### src/hdl/dpd_pkg.sv
// ---------------------------------------------------------------------------
// Delimited packet deframer package
// Frame layout constants, register and result codes, CRC-32 byte step.
// ---------------------------------------------------------------------------
`default_nettype none

package dpd_pkg;

   localparam int HEADER_BYTES = 16;
   localparam int SYNC_BYTES   = 8;
   localparam int KEEP_BYTES   = SYNC_BYTES - 1;
   localparam int FILL_BITS    = $clog2(HEADER_BYTES + 1);
   localparam int WIN_IDX_BITS = $clog2(HEADER_BYTES);
   localparam int CSR_ADDR_BITS = 4;
   localparam int CSR_DATA_BITS = 64;

   localparam logic [31:0] CRC_POLY        = 32'h04C1_1DB7;
   localparam logic [31:0] MAX_PAYLOAD_RST = 32'd4096;

   // result kinds
   localparam logic KIND_PAYLOAD = 1'b0;
   localparam logic KIND_DROP    = 1'b1;

   // register index, taken from paddr bit 3
   localparam logic [0:0] REG_SYNC_WORD   = 1'b0;
   localparam logic [0:0] REG_MAX_PAYLOAD = 1'b1;

   typedef logic [HEADER_BYTES-1:0][7:0] win_type;

   // CRC-32, MSB first, one byte per call
   function automatic logic [31:0] crc_byte(input logic [31:0] crc, input logic [7:0] b);
      logic [31:0] c;
      c = crc ^ {b, 24'h0};
      for (int k = 0; k < 8; k++) begin
         c = c[31] ? ((c << 1) ^ CRC_POLY) : (c << 1);
      end
      return c;
   endfunction

endpackage

`default_nettype wire

### src/hdl/delimited_packet_deframer_core.sv
// ---------------------------------------------------------------------------
// Delimited packet deframer core
// Byte-stream deframer: delimiter and length header check, resync, CRC-32.
// ---------------------------------------------------------------------------
// One request byte is taken every cycle while the request side does not
// stall. Each byte is held in an input register, then handled in one pass
// (header window write, delimiter and length check with an eight-offset
// delimiter search, or a CRC-32 byte step) into the result register.
// Sustained rate is one byte per cycle; the request side stalls only while
// a byte is held and the result register holds a result that the receiver
// stalls, header bytes included. Header bytes give no result; a bad header
// gives one drop event; each payload byte gives one result, the last
// carrying the CRC verdict. Registers sit at byte 0 (sync_word, 64 bits)
// and byte 8 (max_payload, low 32 bits).
`default_nettype none

module delimited_packet_deframer_core (
   input  wire logic                                clock,
   input  wire logic                                reset,
   input  wire logic                                req_valid,
   output      logic                                req_stall,
   input  wire logic [7:0]                          req_in_byte,
   output      logic                                rsp_valid,
   input  wire logic                                rsp_stall,
   output      logic                                rsp_kind,
   output      logic [7:0]                          rsp_data_byte,
   output      logic                                rsp_last,
   output      logic                                rsp_crc_ok,
   output      logic [31:0]                         rsp_drop_total,
   input  wire logic                                csr_psel,
   input  wire logic                                csr_penable,
   input  wire logic                                csr_pwrite,
   input  wire logic [dpd_pkg::CSR_ADDR_BITS-1:0]   csr_paddr,
   input  wire logic [dpd_pkg::CSR_DATA_BITS-1:0]   csr_pwdata,
   output      logic [dpd_pkg::CSR_DATA_BITS-1:0]   csr_prdata,
   output      logic                                csr_pready
);

   // configuration
   logic [63:0] sync_word_ff;
   logic [31:0] max_payload_ff;
   logic        csr_wr;
   logic [0:0]  csr_idx;

   // input stage
   logic        in_valid_ff;
   logic [7:0]  in_byte_ff;
   logic        adv;

   // deframer state
   dpd_pkg::win_type                  win_ff, win_in;
   logic [dpd_pkg::FILL_BITS-1:0]     fill_ff, fill_in;
   logic                              in_payload_ff, in_payload_in;
   logic [31:0]                       bytes_left_ff, bytes_left_in;
   logic [31:0]                       header_crc_ff, header_crc_in;
   logic [31:0]                       crc_ff, crc_in;
   logic [31:0]                       drops_ff, drops_in;

   // result register
   logic        rsp_valid_ff;
   logic        kind_ff, kind_in;
   logic [7:0]  data_ff, data_in;
   logic        last_ff, last_in;
   logic        ok_ff, ok_in;
   logic        res_valid;

   // header evaluation
   dpd_pkg::win_type w;
   logic [31:0]      len;
   logic             bad;
   logic             found;
   logic [3:0]       sel;
   logic [31:0]      crc_step;
   logic [31:0]      left_dec;

   assign csr_pready = 1'b1;
   assign csr_wr     = csr_psel && csr_penable && csr_pwrite;
   assign csr_idx    = csr_paddr[3];

   always_comb begin
      unique case (csr_idx)
         dpd_pkg::REG_SYNC_WORD:   csr_prdata = sync_word_ff;
         dpd_pkg::REG_MAX_PAYLOAD: csr_prdata = {32'h0, max_payload_ff};
         default:                  csr_prdata = '0;
      endcase
   end

   always_ff @(posedge clock) begin
      if (reset) begin
         sync_word_ff   <= '0;
         max_payload_ff <= dpd_pkg::MAX_PAYLOAD_RST;
      end else if (csr_wr) begin
         unique case (csr_idx)
            dpd_pkg::REG_SYNC_WORD:   sync_word_ff   <= csr_pwdata;
            dpd_pkg::REG_MAX_PAYLOAD: max_payload_ff <= csr_pwdata[31:0];
            default: ;
         endcase
      end
   end

   // advance the held request when the result slot is free or being taken
   assign adv       = in_valid_ff && (!rsp_valid_ff || !rsp_stall);
   assign req_stall = in_valid_ff && !adv;

   always_ff @(posedge clock) begin
      if (reset) begin
         in_valid_ff <= 1'b0;
      end else if (!req_stall) begin
         in_valid_ff <= req_valid;
      end
   end

   always_ff @(posedge clock) begin
      if (!req_stall && req_valid) begin
         in_byte_ff <= req_in_byte;
      end
   end

   always_comb begin
      w = win_ff;
      w[fill_ff[dpd_pkg::WIN_IDX_BITS-1:0]] = in_byte_ff;
      len = w[15:12];
      bad = (w[7:0] != sync_word_ff) || (len == 32'h0) || (len > max_payload_ff);
      // first matching offset wins: scan high to low so the lowest overrides
      found = 1'b0;
      sel   = 4'd0;
      for (int i = dpd_pkg::SYNC_BYTES; i >= 1; i--) begin
         if (w[i +: dpd_pkg::SYNC_BYTES] == sync_word_ff) begin
            found = 1'b1;
            sel   = 4'(i);
         end
      end
      crc_step = dpd_pkg::crc_byte(crc_ff, in_byte_ff);
      left_dec = bytes_left_ff - 32'd1;
   end

   always_comb begin
      win_in        = win_ff;
      fill_in       = fill_ff;
      in_payload_in = in_payload_ff;
      bytes_left_in = bytes_left_ff;
      header_crc_in = header_crc_ff;
      crc_in        = crc_ff;
      drops_in      = drops_ff;
      res_valid     = 1'b0;
      kind_in       = dpd_pkg::KIND_PAYLOAD;
      data_in       = 8'h0;
      last_in       = 1'b0;
      ok_in         = 1'b0;
      if (in_payload_ff) begin
         crc_in        = crc_step;
         bytes_left_in = left_dec;
         res_valid     = 1'b1;
         data_in       = in_byte_ff;
         if (left_dec == 32'h0) begin
            last_in       = 1'b1;
            ok_in         = (crc_step == header_crc_ff);
            drops_in      = (crc_step == header_crc_ff) ? drops_ff : drops_ff + 32'd1;
            in_payload_in = 1'b0;
            fill_in       = '0;
            win_in        = '0;
         end
      end else if (fill_ff != dpd_pkg::FILL_BITS'(dpd_pkg::HEADER_BYTES - 1)) begin
         win_in  = w;
         fill_in = fill_ff + dpd_pkg::FILL_BITS'(1);
      end else if (bad) begin
         drops_in  = drops_ff + 32'd1;
         res_valid = 1'b1;
         kind_in   = dpd_pkg::KIND_DROP;
         if (found) begin
            // drop the bytes ahead of the matching delimiter
            win_in  = w >> {sel, 3'b000};
            fill_in = dpd_pkg::FILL_BITS'(dpd_pkg::HEADER_BYTES) - dpd_pkg::FILL_BITS'(sel);
         end else begin
            win_in  = w >> (8 * (dpd_pkg::HEADER_BYTES - dpd_pkg::KEEP_BYTES));
            fill_in = dpd_pkg::FILL_BITS'(dpd_pkg::KEEP_BYTES);
         end
      end else begin
         header_crc_in = w[11:8];
         bytes_left_in = len;
         crc_in        = 32'h0;
         in_payload_in = 1'b1;
         fill_in       = '0;
         win_in        = '0;
      end
   end

   always_ff @(posedge clock) begin
      if (reset) begin
         fill_ff       <= '0;
         in_payload_ff <= 1'b0;
         drops_ff      <= '0;
         win_ff        <= '0;
      end else if (adv) begin
         fill_ff       <= fill_in;
         in_payload_ff <= in_payload_in;
         drops_ff      <= drops_in;
         win_ff        <= win_in;
      end
   end

   always_ff @(posedge clock) begin
      if (adv) begin
         bytes_left_ff <= bytes_left_in;
         header_crc_ff <= header_crc_in;
         crc_ff        <= crc_in;
      end
   end

   always_ff @(posedge clock) begin
      if (reset) begin
         rsp_valid_ff <= 1'b0;
      end else if (adv) begin
         rsp_valid_ff <= res_valid;
      end else if (!rsp_stall) begin
         rsp_valid_ff <= 1'b0;
      end
   end

   always_ff @(posedge clock) begin
      if (adv && res_valid) begin
         kind_ff        <= kind_in;
         data_ff        <= data_in;
         last_ff        <= last_in;
         ok_ff          <= ok_in;
         rsp_drop_total <= drops_in;
      end
   end

   assign rsp_valid     = rsp_valid_ff;
   assign rsp_kind      = kind_ff;
   assign rsp_data_byte = data_ff;
   assign rsp_last      = last_ff;
   assign rsp_crc_ok    = ok_ff;

endmodule

`default_nettype wire

### config.mk
export PLATFORM = sky130hd
export DESIGN_NAME = delimited_packet_deframer_core
export DESIGN_NICKNAME = d
export VERILOG_FILES = /design/src/hdl/dpd_pkg.sv /design/src/hdl/delimited_packet_deframer_core.sv
export SDC_FILE = /design/constraint.sdc
export NUM_CORES = 2
export LEC_CHECK = 0
export BUFFER_PORTS_ARGS = -buffer_cell sky130_fd_sc_hd__buf_2
export CORE_MARGIN = 3
export CORE_UTILIZATION = 35
export CTS_BUF_LIST = sky130_fd_sc_hd__clkbuf_16
export DETAILED_ROUTE_END_ITERATION = 7
export GPL_TIMING_DRIVEN = 0
export PLACE_DENSITY = 0.59
export SLEW_MARGIN = 10
export SYNTH_ARGS = -nofsm -noshare
export SYNTH_HDL_FRONTEND = slang
export SYNTH_SLANG_ARGS = --single-unit
### constraint.sdc
create_clock -name clock -period 7.01 [get_ports clock]
set_input_delay 1.0515 -clock clock [delete_from_list [all_inputs] [get_ports clock]]
set_output_delay 1.0515 -clock clock [all_outputs]
set_load 0.01 [all_outputs]
==> results of run 1 <==
[routing by layer]
| metal | GRT usage | GRT overflow |
|---|---|---|
| met5 | 0.353 | 1 |
| met4 | 0.698 | 310 |
| met1 | 0.820 | 12 |
| met2 | 0.887 | 397 |
| met3 | 0.681 | 9 |
[cells by family after synthesis]
logic type	after synthesis
AND/OR/NAND/NOR	1724
other	1
multiplexers	256
XOR/XNOR	591
adder cells (fa/ha/maj)	43
buffers and inverters	711
AO/OA/AOI/OAI	1357
flip-flops	411
[metrics by stage]
step / cell area [um2] / util
2_1_floorplan: 38600 / -
3_3_place_gp: 41400 / 0.379
3_5_place_dp: 42700 / 0.391
4_1_cts: 45300 / 0.415
[synthesized netlist by cell type (25+ instances only)]
library cell / n / area [um2]
xnor2_1: 359 / 3140
mux2_2: 25 / 282
o2111ai_1: 38 / 333
ha_1: 43 / 538
inv_1: 196 / 736
a31oi_1: 39 / 244
buf_2: 97 / 485
nor2_1: 392 / 1470
nor2b_1: 122 / 763
xor2_1: 232 / 2030
o21ai_0: 222 / 1110
clkbuf_1: 299 / 1120
a221oi_1: 51 / 447
a2111oi_0: 25 / 219
a211oi_1: 53 / 398
nand2_1: 554 / 2080
or3_1: 48 / 300
o211ai_1: 50 / 375
dfxtp_1: 264 / 5290
buf_1: 76 / 285
edfxtp_1: 147 / 4410
and3_1: 34 / 213
and2_1: 35 / 219
mux2i_1: 217 / 2170
nand4_1: 66 / 413
nand2b_1: 58 / 363
nand3_1: 100 / 500
o22ai_1: 106 / 663
a21oi_1: 352 / 1760
a22oi_1: 80 / 601
nor4_1: 88 / 551
o221ai_1: 58 / 508
nor3_1: 115 / 576
[repair_timing]
action,4_1_cts
setup endpoints to repair,331
setup buffers,21
resized for setup,217
pin swaps,15
==> flow_summary.toml, run 1 <==
[run_status]
status = "did not finish"
haltStage = "5_1_grt"
error = "[ERROR GRT-0116] Global routing finished with congestion. Check the congestion regions in the DRC Viewer."

[floorplan]
rows = 121
die_w_um = 338
initial_core_util = 0.354
dieHeight_um = 338
io_pins = 193

[grt]
grt-ovfl-total = 729
grt_pass1_vias = 57132
track_usage = 0.779
grt_pass1_wl_um = 621000
grt_max_degree = 36

[synth]
synth-xor-area-share = 0.134
syn_area_mm2 = 0.0386
muxShareOfSynthArea = 0.0691
async_reset_ff_frac = 0
synth_seq_cells = 411
synth.distinct_cells = 110
synth_top_family_by_area = "compound AO/OA/AOI/OAI gates"
synth-edff-count = 147
synth_warnings = 0
synth-adder-area-share = 0.0139
synthCells = 5094
synth_compound_area_frac = 0.238
syn_avg_cell_area_um2 = 7.58
synthesis.nets = 5220
ys.flop_type = "dfxtp_1"
ys_seq_area_frac = 0.251
synthSimpleGateAreaFrac = 0.217

[placed_design]
gp_congestion = 1.32
dp_hpwl_um = 304000
post-place-cells = 6810
dp_slack_ns = -3.66
numPortBuffers = 187

[clocking]
ctsHtreeMaxLevel = 2
clock_path_buffers = 3
cts-buffers-inserted = 49
cts-hold-fix-buffers = 0
cts_sinks = 411
clockRootBuffer = "clkbuf_16"
==> inputs of run 2 (changes only) <==
- CORE_UTILIZATION: 35 -> 20
- CTS_BUF_LIST: sky130_fd_sc_hd__clkbuf_16 -> unset
- PLACE_DENSITY: 0.59 -> unset
- PLACE_DENSITY_LB_ADDON: unset -> 0.15
- clock period: 7.01 -> 9.1 ns (I/O delays scaled with it)
==> flow_summary.toml, run 2 <==
[floorplan]
core_region_area_mm2 = 0.191
die_w_um = 446
dieHeight_um = 446
initial_core_util = 0.202
io_pins = 193
die-area_mm2 = 0.198
rows = 160

[grt]
grt_pass1_wl_um = 607000
grt_max_degree = 26
grt_pass1_vias = 47069
track_usage = 0.485
grt-ovfl-total = 0
antenna_found_initial = 89

[detailed_routing]
viasPerCell = 6.49
dr.pass1.iters = 6
num_vias = 52342
avgRoutedWirePerCell_um = 61.9
drcViolationCount = 0
drt-initial-drc-count = 8816
wl_um = 500000
antenna_left = 0

[timing]
slew-limit-headroom = -0.371
max_freq_mhz = 102
fin_tns_setup_ns = -18.83
finalSetupViolCount = 68
maxSlewViolCount = 36
grt_setup_unrepaired = "false"
fin_ws_ns = -0.722
worst_pin_slew_ns = 2.06
hold_viol = 0
whs_ns = 0.489
period_share = 1.08
finalClockSkew_ns = 0.0788
min_period_ns = 9.82

[synth]
syn_area_mm2 = 0.0386
synth-xor-area-share = 0.134
synthCells = 5094
synth_warnings = 0
synth.distinct_cells = 110
ys_seq_area_frac = 0.251
synth-adder-area-share = 0.0139
ys.flop_type = "dfxtp_1"
synth_compound_area_frac = 0.238
synth.top_cell.area_share = 0.137
synth_seq_cells = 411
synth-edff-count = 147
synthSimpleGateAreaFrac = 0.217
yosys.area.top_type = "dfxtp_1"
muxShareOfSynthArea = 0.0691
synthesis.nets = 5220
synth_most_common_cell = "nand2_1"
ys_top_cells_by_area = "dfxtp_1, edfxtp_1, xnor2_1"
syn_avg_cell_area_um2 = 7.58
async_reset_ff_frac = 0
yosys-top-cells-count = "nand2_1, nor2_1, xnor2_1"
synth_top_family_by_area = "compound AO/OA/AOI/OAI gates"

[run]
cap_violations = 10

[layout]
fillers = 21439
final_cell_mix = "nand2_1, nor2_1, xnor2_1"
drive_gt1_frac = 0.157
instances_no_fill = 8069
reg.largest.list = "win_ff (128), sync_word_ff (64)"
design_area_mm2 = 0.0476
syn2layout_area_growth_pct = 23.3
top_register = "win_ff"
nets = 5566
layout_commonest_cell = "nand2_1"
largest_register_ffs = 128

[min_path]
hold_class = "reg -> reg"
holdPathStages = 2
hold_path.startpoint = "drops_ff[1]"
min_to = "drops_ff[1]"

[run_status]
failed_checks = "max-capacitance violations, max-slew violations, negative setup slack"
status = "finished with violations"

[placed_design]
dpl_cell_area_mm2 = 0.0453
gp_congestion = 1.12
numPortBuffers = 187
dp_hpwl_um = 391000
dp_slack_ns = -1.60
post-place-cells = 7890

[worst_setup_path]
cp.required_ns = 9.68
r2r_cells = 16
r2r-start = "fill_ff[0]"
start_kind = "flip-flop"
r2r_setup_slack_ns = -0.72
path_max_fanout = 10
cp_data_arrival_time_ns = 10.40
crit_type = "reg -> reg"
worstReg2RegEnd = "win_ff[17]"
worstSetupEndpointType = "flip-flop"

[clocking]
cts-buffers-inserted = 56
cts_sinks = 411
cts_tree = "done"
clkTransAtPathRegs_ns = 0.06
clk-insertion-delay-late_ns = 0.78
clockRootBuffer = "clkbuf_16"
clock_path_buffers = 3
ctsHtreeMaxLevel = 2

[pwr]
power_density_mw_per_mm2 = 178
p_leak_nw = 17.8
peakVddDrop_v = 0.000167
run 2: worst max-delay path by stage:
stage / from / endpoint / slack [ns] / cells past startpoint
after floorplan: fill_ff[2] / bytes_left_ff[0] / 1.70 / 20
after global placement: in_byte_ff[1] / bytes_left_ff[28] / -7.13 / 17
after detailed placement: fill_ff[0] / win_ff[17] / -1.60 / 19
after CTS: fill_ff[1] / win_ff[33] / 0.03 / 21
after global routing: fill_ff[0] / win_ff[9] / 0.01 / 20
final: fill_ff[0] / win_ff[17] / -0.72 / 16
run 2: layout make-up:
| cell class | instances | area (um2) | area share |
|---|---|---|---|
| Multi-Input combinational cell | 3972 | 26800 | 0.562 |
| Buffer | 504 | 2390 | 0.0502 |
| Antenna cell | 70 | 175 | 0.00368 |
| Tap cell | 2511 | 3140 | 0.0659 |
| Timing Repair Buffer | 293 | 2710 | 0.0570 |
| Clock inverter | 34 | 439 | 0.00922 |
| Clock buffer | 72 | 1530 | 0.0322 |
| Sequential cell | 411 | 9700 | 0.204 |
| Inverter | 202 | 762 | 0.0160 |
run 2: worst max-delay path: stages (launching register included):
cell      delay (ns)
dfxtp_1         0.39
inv_1           0.16
ha_1            0.22
and3b_1         0.16
buf_2           0.69
mux2i_2         0.44
a221oi_1        1.07
nand4_1         0.82
or4_1           0.88
nor4_4          0.86
a211oi_1        0.29
clkbuf_1        0.52
nand2_1         0.46
clkbuf_1        0.86
o221ai_1        0.52
o211ai_1        1.06
a211oi_1        0.18
run 2: power by group:
group	switching (mW)	internal [mW]	total [mW]
clock network	1.10	1.40	2.50
registers	0.0276	1.91	1.93
logic	3.21	0.846	4.05
run 2: cells by family (layout without fill, tap and decap cells):
| logic type | after synthesis | count (layout) |
|---|---|---|
| AO/OA/AOI/OAI | 1357 | 1357 |
| XOR/XNOR | 591 | 591 |
| adder cells (fa/ha/maj) | 43 | 43 |
| buffers and inverters | 711 | 1105 |
| flip-flops | 411 | 411 |
| multiplexers | 256 | 256 |
| other | 1 | 71 |
| AND/OR/NAND/NOR | 1724 | 1724 |
run 2: stage by stage:
| stage | util | power, mW |
|---|---|---|
| after floorplan | - | 3.57 |
| after global placement | 0.224 | 5.75 |
| after detailed placement | 0.237 | 5.73 |
| after CTS | 0.248 | 8.23 |
| after global routing | 0.249 | 8.37 |
| final | 0.249 | 8.49 |
run 2: what timing repair did:
action,in CTS,in global routing
buffers inserted,6,0
gates resized for setup,20,4
pin swaps,3,1
gates cloned,0,0
hold buffers,0,0
setup endpoints to repair,319,20
run 2: per-layer routing:
| metal | part of all wire | up-vias | global-route usage |
|---|---|---|---|
| li1 | - | 19166 | - |
| met1 | 0.38 | 26689 | 0.574 |
| met2 | 0.39 | 4847 | 0.668 |
| met3 | 0.10 | 1618 | 0.161 |
| met4 | 0.12 | 22 | 0.490 |
| met5 | 0.00028 | - | 0 |
(Power assumes the default switching activity.)
